[src/hdl/lbf_pkg.sv]
// Shared types, constants and helpers for the learning bridge forwarder.
package lbf_pkg;

    localparam int TABLE_ENTRIES = 64;
    localparam int PORT_COUNT    = 8;

    localparam int ADDR_W  = 48;
    localparam int PORT_W  = 3;
    localparam int ACT_W   = 4;
    localparam int MASK_W  = 8;
    localparam int KIND_W  = 2;
    localparam int IDX_W   = (TABLE_ENTRIES > 1) ? $clog2(TABLE_ENTRIES) : 1;
    localparam int CNT_W   = $clog2(TABLE_ENTRIES + 1);
    localparam int ENTRY_W = ADDR_W + PORT_W;
    localparam int CFG_IDX_W = 2;

    localparam logic [CFG_IDX_W-1:0] CFG_BCAST_ADDR   = CFG_IDX_W'(0);
    localparam logic [CFG_IDX_W-1:0] CFG_ACTIVE_PORTS = CFG_IDX_W'(1);

    localparam logic [ADDR_W-1:0] BCAST_RESET  = {ADDR_W{1'b1}};
    localparam logic [ACT_W-1:0]  ACTIVE_RESET = ACT_W'(8);

    typedef enum logic [1:0] {
        S_IDLE,
        S_SCAN,
        S_TAIL,
        S_FIN
    } t_state;

    typedef enum logic [KIND_W-1:0] {
        KIND_UNICAST = 2'd0,
        KIND_BCAST   = 2'd1,
        KIND_FLOOD   = 2'd2
    } t_kind;

    typedef struct packed {
        logic [ADDR_W-1:0] bcast_addr;
        logic [ACT_W-1:0]  active_ports;
    } t_cfg;

    typedef struct packed {
        logic               we;
        logic [IDX_W-1:0]   waddr;
        logic [ENTRY_W-1:0] wdata;
        logic               re;
        logic [IDX_W-1:0]   raddr;
    } t_mem_req;

    typedef struct packed {
        logic [MASK_W-1:0] egress_mask;
        t_kind             kind;
        logic              learned;
        logic              full;
    } t_result;

    function automatic logic [MASK_W-1:0] active_mask(input logic [ACT_W-1:0] act);
        logic [MASK_W-1:0] m;
        m = '0;
        for (int i = 0; i < MASK_W; i++) begin
            m[i] = (ACT_W'(i) < act) && (i < PORT_COUNT);
        end
        return m;
    endfunction

    function automatic logic [MASK_W-1:0] port_bit(input logic [PORT_W-1:0] port);
        return MASK_W'(1) << port;
    endfunction

endpackage

[src/hdl/lbf_ram.sv]
// Generic single-write, single-read synchronous RAM with registered read data.
module lbf_ram #(
    parameter int WIDTH = 8,
    parameter int DEPTH = 16
) (
    input  logic                                   i_clk,
    input  logic                                   i_we,
    input  logic [(DEPTH > 1 ? $clog2(DEPTH) : 1)-1:0] i_waddr,
    input  logic [WIDTH-1:0]                       i_wdata,
    input  logic                                   i_re,
    input  logic [(DEPTH > 1 ? $clog2(DEPTH) : 1)-1:0] i_raddr,
    output logic [WIDTH-1:0]                       o_rdata
);

    logic [WIDTH-1:0] r_mem [DEPTH];
    logic [WIDTH-1:0] r_rdata;

    always_ff @(posedge i_clk) begin
        if (i_we) begin
            r_mem[i_waddr] <= i_wdata;
        end
        if (i_re) begin
            r_rdata <= r_mem[i_raddr];
        end
    end

    assign o_rdata = r_rdata;

endmodule

[src/hdl/lbf_ctrl.sv]
// Table sequencer: scans learned entries, learns the source, forms the forwarding decision.
module lbf_ctrl
    import lbf_pkg::*;
(
    input  logic                i_clk,
    input  logic                i_rst_n,
    input  logic                i_valid,
    output logic                o_ready,
    input  logic [ADDR_W-1:0]   i_source_address,
    input  logic [ADDR_W-1:0]   i_destination_address,
    input  logic [PORT_W-1:0]   i_ingress_port,
    input  t_cfg                i_cfg,
    output t_mem_req            o_mem,
    input  logic [ENTRY_W-1:0]  i_rd_data,
    output logic                o_res_valid,
    input  logic                i_res_ready,
    output t_result             o_res
);

    t_state             r_state, n_state;
    logic [CNT_W-1:0]   r_count;
    logic [IDX_W-1:0]   r_rd_idx;
    logic               r_rd_vld;
    logic [ADDR_W-1:0]  r_src;
    logic [ADDR_W-1:0]  r_dst;
    logic [PORT_W-1:0]  r_ingress;
    logic               r_src_hit;
    logic               r_dst_hit;
    logic [PORT_W-1:0]  r_dst_port;

    logic               accept;
    logic               done;
    logic               last_rd;
    logic               tbl_full;
    logic               learn;
    logic [ADDR_W-1:0]  rd_addr;
    logic [PORT_W-1:0]  rd_port;
    logic [MASK_W-1:0]  act;

    assign accept   = i_valid && o_ready;
    assign done     = o_res_valid && i_res_ready;
    assign last_rd  = (CNT_W'(r_rd_idx) + CNT_W'(1)) == r_count;
    assign tbl_full = r_count == CNT_W'(TABLE_ENTRIES);
    assign learn    = !r_src_hit && !tbl_full;
    assign rd_addr  = i_rd_data[ENTRY_W-1:PORT_W];
    assign rd_port  = i_rd_data[PORT_W-1:0];
    assign act      = active_mask(i_cfg.active_ports);

    always_comb begin
        n_state = r_state;
        case (r_state)
            S_IDLE: begin
                if (i_valid) begin
                    n_state = (r_count == '0) ? S_FIN : S_SCAN;
                end
            end
            S_SCAN: begin
                if (last_rd) begin
                    n_state = S_TAIL;
                end
            end
            S_TAIL: n_state = S_FIN;
            S_FIN: begin
                if (i_res_ready) begin
                    n_state = S_IDLE;
                end
            end
            default: n_state = S_IDLE;
        endcase
    end

    always_comb begin
        o_ready     = r_state == S_IDLE;
        o_res_valid = r_state == S_FIN;
        o_mem.re    = r_state == S_SCAN;
        o_mem.raddr = r_rd_idx;
        o_mem.we    = done && learn;
        o_mem.waddr = r_count[IDX_W-1:0];
        o_mem.wdata = {r_src, r_ingress};

        o_res.learned = learn;
        o_res.full    = !r_src_hit && tbl_full;
        if (r_dst == i_cfg.bcast_addr) begin
            o_res.kind        = KIND_BCAST;
            o_res.egress_mask = act & ~port_bit(r_ingress);
        end else if (r_dst_hit) begin
            o_res.kind        = KIND_UNICAST;
            o_res.egress_mask = act & port_bit(r_dst_port);
        end else if (learn && r_dst == r_src) begin
            o_res.kind        = KIND_UNICAST;
            o_res.egress_mask = act & port_bit(r_ingress);
        end else begin
            o_res.kind        = KIND_FLOOD;
            o_res.egress_mask = act;
        end
    end

    always_ff @(posedge i_clk) begin
        if (!i_rst_n) begin
            r_state  <= S_IDLE;
            r_count  <= '0;
            r_rd_vld <= 1'b0;
        end else begin
            r_state  <= n_state;
            r_rd_vld <= r_state == S_SCAN;
            if (done && learn) begin
                r_count <= r_count + CNT_W'(1);
            end
        end
    end

    always_ff @(posedge i_clk) begin
        if (accept) begin
            r_src      <= i_source_address;
            r_dst      <= i_destination_address;
            r_ingress  <= i_ingress_port;
            r_rd_idx   <= '0;
            r_src_hit  <= 1'b0;
            r_dst_hit  <= 1'b0;
        end else begin
            if (r_state == S_SCAN) begin
                r_rd_idx <= r_rd_idx + IDX_W'(1);
            end
            if (r_rd_vld) begin
                if (rd_addr == r_src) begin
                    r_src_hit <= 1'b1;
                end
                if (rd_addr == r_dst && !r_dst_hit) begin
                    r_dst_hit  <= 1'b1;
                    r_dst_port <= rd_port;
                end
            end
        end
    end

endmodule

[src/hdl/learning_bridge_forwarder.sv]
// Top level of the learning bridge forwarder: config registers, address table, result register.
//
//  channel   handshake               payload
//  request   i_valid / o_ready       i_source_address, i_destination_address, i_ingress_port
//  result    o_valid / i_ready       o_egress_mask, o_forward_kind, o_source_learned, o_table_full
//  config    i_cfg_valid/o_cfg_ready i_cfg_index, i_cfg_data
//
//  A request scans every learned entry (none when the table is empty) before its result:
//  the table RAM is scanned one entry per cycle through its single read port.
//  Reset empties the table by zeroing the fill count; entries fill from index 0.
//  A finished result is held in the output register; a new request is taken
//  while it waits, and the sequencer stalls at its last step until the slot frees.
module learning_bridge_forwarder
    import lbf_pkg::*;
(
    input  logic                 i_clk,
    input  logic                 i_rst_n,
    input  logic                 i_valid,
    output logic                 o_ready,
    input  logic [ADDR_W-1:0]    i_source_address,
    input  logic [ADDR_W-1:0]    i_destination_address,
    input  logic [PORT_W-1:0]    i_ingress_port,
    output logic                 o_valid,
    input  logic                 i_ready,
    output logic [MASK_W-1:0]    o_egress_mask,
    output logic [KIND_W-1:0]    o_forward_kind,
    output logic                 o_source_learned,
    output logic                 o_table_full,
    input  logic                 i_cfg_valid,
    output logic                 o_cfg_ready,
    input  logic [CFG_IDX_W-1:0] i_cfg_index,
    input  logic [ADDR_W-1:0]    i_cfg_data
);

    t_cfg               r_cfg;
    t_mem_req           mem;
    logic [ENTRY_W-1:0] rd_data;
    logic               res_valid;
    logic               res_ready;
    t_result            res;
    logic               r_out_vld;
    t_result            r_out;

    assign o_cfg_ready = 1'b1;

    always_ff @(posedge i_clk) begin
        if (!i_rst_n) begin
            r_cfg.bcast_addr   <= BCAST_RESET;
            r_cfg.active_ports <= ACTIVE_RESET;
        end else if (i_cfg_valid) begin
            case (i_cfg_index)
                CFG_BCAST_ADDR:   r_cfg.bcast_addr   <= i_cfg_data;
                CFG_ACTIVE_PORTS: r_cfg.active_ports <= i_cfg_data[ACT_W-1:0];
                default: ;
            endcase
        end
    end

    lbf_ram #(
        .WIDTH (ENTRY_W),
        .DEPTH (TABLE_ENTRIES)
    ) u_table (
        .i_clk   (i_clk),
        .i_we    (mem.we),
        .i_waddr (mem.waddr),
        .i_wdata (mem.wdata),
        .i_re    (mem.re),
        .i_raddr (mem.raddr),
        .o_rdata (rd_data)
    );

    lbf_ctrl u_ctrl (
        .i_clk                 (i_clk),
        .i_rst_n               (i_rst_n),
        .i_valid               (i_valid),
        .o_ready               (o_ready),
        .i_source_address      (i_source_address),
        .i_destination_address (i_destination_address),
        .i_ingress_port        (i_ingress_port),
        .i_cfg                 (r_cfg),
        .o_mem                 (mem),
        .i_rd_data             (rd_data),
        .o_res_valid           (res_valid),
        .i_res_ready           (res_ready),
        .o_res                 (res)
    );

    assign res_ready = !r_out_vld || i_ready;

    always_ff @(posedge i_clk) begin
        if (!i_rst_n) begin
            r_out_vld <= 1'b0;
        end else if (res_ready) begin
            r_out_vld <= res_valid;
        end
    end

    always_ff @(posedge i_clk) begin
        if (res_valid && res_ready) begin
            r_out <= res;
        end
    end

    assign o_valid          = r_out_vld;
    assign o_egress_mask    = r_out.egress_mask;
    assign o_forward_kind   = r_out.kind;
    assign o_source_learned = r_out.learned;
    assign o_table_full     = r_out.full;

endmodule
[config.mk]
export PLATFORM = sky130hd
export DESIGN_NAME = learning_bridge_forwarder
export DESIGN_NICKNAME = d
export VERILOG_FILES = /design/src/hdl/lbf_pkg.sv /design/src/hdl/lbf_ram.sv /design/src/hdl/lbf_ctrl.sv /design/src/hdl/learning_bridge_forwarder.sv
export SDC_FILE = /design/constraint.sdc
export NUM_CORES = 2
export LEC_CHECK = 0
export ABC_AREA = 1
export BUFFER_PORTS_ARGS = -buffer_cell sky130_fd_sc_hd__clkbuf_2
export CAP_MARGIN = 25
export CORE_UTILIZATION = 30
export CTS_CLUSTER_DIAMETER = 120
export CTS_CLUSTER_SIZE = 25
export DETAILED_ROUTE_END_ITERATION = 8
export PLACE_DENSITY = 0.44
export SETUP_SLACK_MARGIN = 0.4
export SLEW_MARGIN = 30
export SYNTH_ARGS = -nofsm -noshare
export SYNTH_HDL_FRONTEND = slang
export SYNTH_SLANG_ARGS = --single-unit
[constraint.sdc]
create_clock -name i_clk -period 6.5 [get_ports i_clk]
set_clock_uncertainty 0.1 [all_clocks]
set_input_delay 1.3 -clock i_clk [delete_from_list [all_inputs] [get_ports i_clk]]
set_output_delay 1.3 -clock i_clk [all_outputs]
set_load 0.005 [all_outputs]
Word level (Yosys, flattened, before mapping)
Memory sizes are Yosys's and may differ from the RTL's. A register that Yosys moved wholly into a read port is not among the register bits.
Index checks and enable logic that the tools add are counted.
Storage, ports and cells
  register bits: 185
  memory bits (writable): 3264
  input bits: 154
  output and inout port bits: 15
  logic and storage cells: 82
  memories kept: 1
Memory list
  u_table.r_mem: words 64, bits a word 51, rd ports 1, clocked after Yosys merged registers in 1, write ports 1, RTL line lbf_ram.sv:15  | logic [WIDTH-1:0] r_mem [DEPTH];
Cells by class
  add/sub/neg operators: 3
  $lt $le $gt $ge: 8
  equality and inequality tests: 13
  shifts and indexed selects: 2
  mux-type cells: 10
  bitwise gates (word level): 5
  reduce and logical (&&, ||, !) cells: 22
Operators by type and width (count)
  $eq 48x48->1: 4
  $mux 10: 3
  $and 8x8->8: 3
  $lt 3x4->1 const A: 4
  $shl 1x3->8 const A: 2
  $lt 1x4->1 const A: 2
  $lt 2x4->1 const A: 2
  $mux 2: 4
  $not 8->8: 1
  $pmux 2 s4: 1
  $reduce_and 2->1: 4
  $add 6x1->7 const B: 1
  $add 7x1->7 const B: 1
  $eq 7x7->1: 1
  $eq 7x7->1 const B: 1
  $logic_and 1x1->1: 7
  $logic_not 7->1: 1
  $add 6x1->6 const B: 1
  $reduce_and 3->1: 2
  $eq 2x1->1 const B: 2
  $eq 2x2->1 const B: 2
  $logic_not 1->1: 4
  $logic_not 2->1: 2
  $ne 2x1->1 const B: 2
  5 further kinds: 6

Logic depth before layout (Yosys ltp)
  word-level depth: 7
  gate-level depth with buffers: 15
  depth with buffers taken out: 14

By module
From an unflattened synthesis, not the netlist that was laid out.
Unflattened totals
  cells, all modules: 11851
  area, all modules: 142250.2 µm²
By module, submodules not included
  lbf_ram: instances 1, cells an instance 10740, area an instance 132678.5 µm², sequential area each 99545.5 µm²
  lbf_ctrl: instances 1, cells an instance 851, area an instance 7233.2 µm², sequential area each 3423.3 µm²
  learning_bridge_forwarder: instances 1, cells an instance 260, area an instance 2338.5 µm², sequential area each 1421.4 µm²

Worst setup path before layout
OpenSTA, ideal clock, no wires.
  path type: input to register
  from: input port i_ready
  to: memory u_table.r_mem[63][0] in the netlist's numbering (enable)
  library setup time: 525 ps
  data arrival time: 5835 ps
  required time: 5875 ps
  slack: 40 ps
  stages: 4
  buffers on the path: 0
  cell sequence: inv_1 > a21oi_1 > nand2_2 > nor3_1
On the way
  cells in the longest elaborated chain, start to end: 5
Ends and longest elaborated chain
  start, declared: RTL line learning_bridge_forwarder.sv:24  | input logic i_ready,
  $logic_or 1x1->1: RTL line learning_bridge_forwarder.sv:88  | assign res_ready = !r_out_vld || i_ready;
  $logic_and 1x1->1: RTL line lbf_ctrl.sv:41  | assign done = o_res_valid && i_res_ready;
  net u_ctrl.done: RTL line lbf_ctrl.sv:32  | logic done;
  $logic_and 1x1->1: RTL line lbf_ctrl.sv:77  | o_mem.we = done && learn;
  $mux 1: RTL line lbf_ram.sv:19  | if (i_we) begin
  $mux 1 (not written as such): RTL line lbf_ram.sv:20  | r_mem[i_waddr] <= i_wdata;
  end, declared: RTL line lbf_ram.sv:15
The timed path passes the listed nets, and every way through them passes these cells.

==> flow_summary_export.csv <==
group,metric,value,unit
status,status,"finished with violations",
status,violations,"design-rule violations",
clock_tree,cts.reportedPaths.clkPinSlew,100,ps
floorplan,ioPinCount,169,
sta,slew-limit-headroom,0.2487,
worst_setup_path,reg2reg_from,"u_ctrl.r_rd_idx[0]",
floorplan,num_rows,249,
sta,hold_viol_final,0,
worst_setup_path,critPathKind,"flip-flop to flip-flop",
grt,grt_pass1_wl,666.0,mm
logic_synthesis,synth_top_area_frac,0.7432,
sta,worst_slack,2431,ps
finish,areaGrowthSynthToFinish,10.13,%
drt,drt_iter0_markers,10320,
worst_setup_path,cp.arrival,4730,ps
logic_synthesis,synth_seq_cells,3500,
sta,max_slew.worst_pin.slew,1127,ps
place,pre_cts_ws,2020,ps
worst_setup_path,startpoint,"u_ctrl.r_rd_idx[0]",
sta,tns,0,ps
job,maxCapViolCount,0,
worst_setup_path,critPathCaptureType,"flip-flop",
worst_setup_path,start_kind,"flip-flop",
logic_synthesis,ys.flop_type,"edfxtp_1",
sta,rsz0062_at_grt,"false",
grt,grt_max_degree,193,
floorplan,die_x,681.6,um
min_path,hold_path.class,"flip-flop to flip-flop",
grt,grt_usage,0.1981,
worst_setup_path,cp_max_fo,84,
floorplan,initial_core_util,0.3013,
clock_tree,postCtsHoldBufs,0,
clock_tree,cts-root-buf,"clkbuf_16",
finish,fillCellCount,45190,
grt,antenna_found_initial,28,
finish,multi_input_area,0.03101,mm^2
sta,holdWs,385.8,ps
power,p_leak,0.04839,uW
power,peakVddDrop,0.2821,mV
drt,ant_nets,0,
worst_setup_path,worst_ep_required_time,7160,ps
logic_synthesis,syn_area,0.1386,mm^2
floorplan,die_h,681.6,um
finish,drive_above_1_share,0.07057,
logic_synthesis,synth_edf_count,3429,
logic_synthesis,synth_cells,10880,
grt,grt_pass1_vias,85780,
logic_synthesis,ys_seq_area_frac,0.7534,
floorplan,die_area,0.4646,mm^2
drt,viasPerCell,5.274,
power,cellPowerDensity,390.1,mW/mm^2
clock_tree,clk_latency,940,ps
drt,drcViolationCount,14,
finish,final_net_count,10960,
drt,wl,475.9,mm
clock_tree,cts_tree,"yes",
logic_synthesis,syn_avg_cell_area,12.73,um^2
clock_tree,numCtsBuffers,164,
logic_synthesis,yosys_warnings,0,
logic_synthesis,async_flop_share,0,
logic_synthesis,syn_nets,11040,
sta,fin_crit,4069,ps
grt,overflow,0,
logic_synthesis,yosys-top-cells-area,"edfxtp_1, o21ai_0, nor2_1",
clock_tree,clock-sinks,3500,
logic_synthesis,synth_most_common_cell,"edfxtp_1",
min_path,min_from,"r_cfg[36]",
sta,slew_viol_final,0,
sta,fmax,245.8,MHz
floorplan,core_region_area,0.4598,mm^2
drt,routedWlPerCell,28.00,um
place,dp_hpwl,270.6,mm
place,place_congestion,0.8525,
sta,setup_viol,0,
drt,dr.pass1.iters,8,
finish,final_util,0.3318,
clock_tree,postCtsSetupRepairBufs,0,
logic_synthesis,ys_top_cells_by_count,"edfxtp_1, nor2_1, o21ai_0",
place,port_buffers,167,
logic_synthesis,yosysTopAreaCell,"edfxtp_1",
finish,regArea,0.1044,mm^2
logic_synthesis,yosysUniqueCellTypes,40,
sta,period_share,0.6260,
drt,vias,89650,
clock_tree,ctsResizeCount,0,
clock_tree,h-tree-depth,4,
clock_tree,cts.path.max_buffers,4,
placed cells by master, fill, tap and decap left out, types with 58 or more instances in the layout:
master / instances
edfxtp_1: 3429
nor2_1: 1776
o21ai_0: 1676
nand2_1: 1256
o22ai_1: 828
nand3_1: 566
buf_4: 219
clkbuf_16: 169
clkbuf_2: 166
inv_1: 116
o21ai_1: 83
xnor2_1: 80
buf_12: 80
dfxtp_1: 65
nor2_4: 64
nand4_1: 58
worst paths after layout:
| kind | end | slack [ps] | cells after the start |
|---|---|---|---|
| max | u_table.o_rdata[18] | 2430 | 10 |
| min | r_cfg[36] | 390 | 2 |
| max reg2reg | u_table.o_rdata[18] | 2430 | 10 |
| min reg2reg | r_cfg[36] | 390 | 2 |
cell type report:
class / count / share of cell area
Timing Repair Buffer: 481 / 0.02896
Inverter: 129 / 0.003567
Antenna cell: 8 / 0.0001312
Multi-Input combinational cell: 6526 / 0.2032
Clock inverter: 13 / 0.001123
Tap cell: 6149 / 0.05042
Clock buffer: 192 / 0.02828
Sequential cell: 3500 / 0.6843
through the flow:
step / instance area, um^2 / total power [uW] / instances
floorplan: 138600 / 38970 / 10880
global placement: 147700 / 48060 / 16770
detailed placement: 147900 / 48200 / 16780
CTS: 152400 / 60020 / 16990
finish: 152600 / 59530 / 17000
global route: 152600 / 62140 / 16990
per-layer routing:
metal  part of all wire  routed length [um]  global-route usage  up-vias
met1               0.44              209100              0.2795    46560
met2               0.47              224600              0.3247     3096
li1                   -                   -                   -    39500
met4              0.031               14580             0.05611        4
met5           0.000050                  24                   0        -
met3              0.058               27510             0.01938      494
logic make-up after synthesis:
family | synth area share
buffers and inverters | 0.02651
and+or+nand+nor | 0.1087
adders and majority gates | 0.0006321
AOI/OAI and AO/OA | 0.1036
xor gates and xnor gates | 0.007116
DFF | 0.7534
other | 0.00002707
power by group:
part	total, uW	internal [uW]	leakage, uW	switching [uW]
Combinational	20300	4960	0.0148	15400
Clock	11900	4780	0.00219	7160
Sequential	27300	26300	0.0314	958
Total	59500	36100	0.0484	23500
critical path, stage by stage, from the launching register on:
cell and delay, ps:
dfxtp_4 850, buf_4 530, buf_4 780, o21ai_0 200, o22ai_1 220, nand2_1 130
nand3_1 120, nand2_1 60, nand2_1 110, nand4_1 470, nand2_1 220
flip-flops by register name (all words and copies together) (netlist names):
| signal | count |
|---|---|
| o_egress_mask | 8 |
| o_forward_kind | 2 |
| o_source_learned | 1 |
| o_table_full | 1 |
| o_valid | 1 |
| r_cfg | 52 |
| u_ctrl.r_count | 7 |
| u_ctrl.r_dst | 48 |
| u_ctrl.r_dst_hit | 1 |
| u_ctrl.r_dst_port | 3 |
| u_ctrl.r_ingress | 3 |
| u_ctrl.r_rd_idx | 6 |
| u_ctrl.r_rd_vld | 1 |
| u_ctrl.r_src | 48 |
| u_ctrl.r_src_hit | 1 |
| u_ctrl.r_state | 2 |
| u_table.o_rdata | 51 |
| u_table.r_mem | 3264 |
Note: power is estimated with default switching activity, not from simulation.
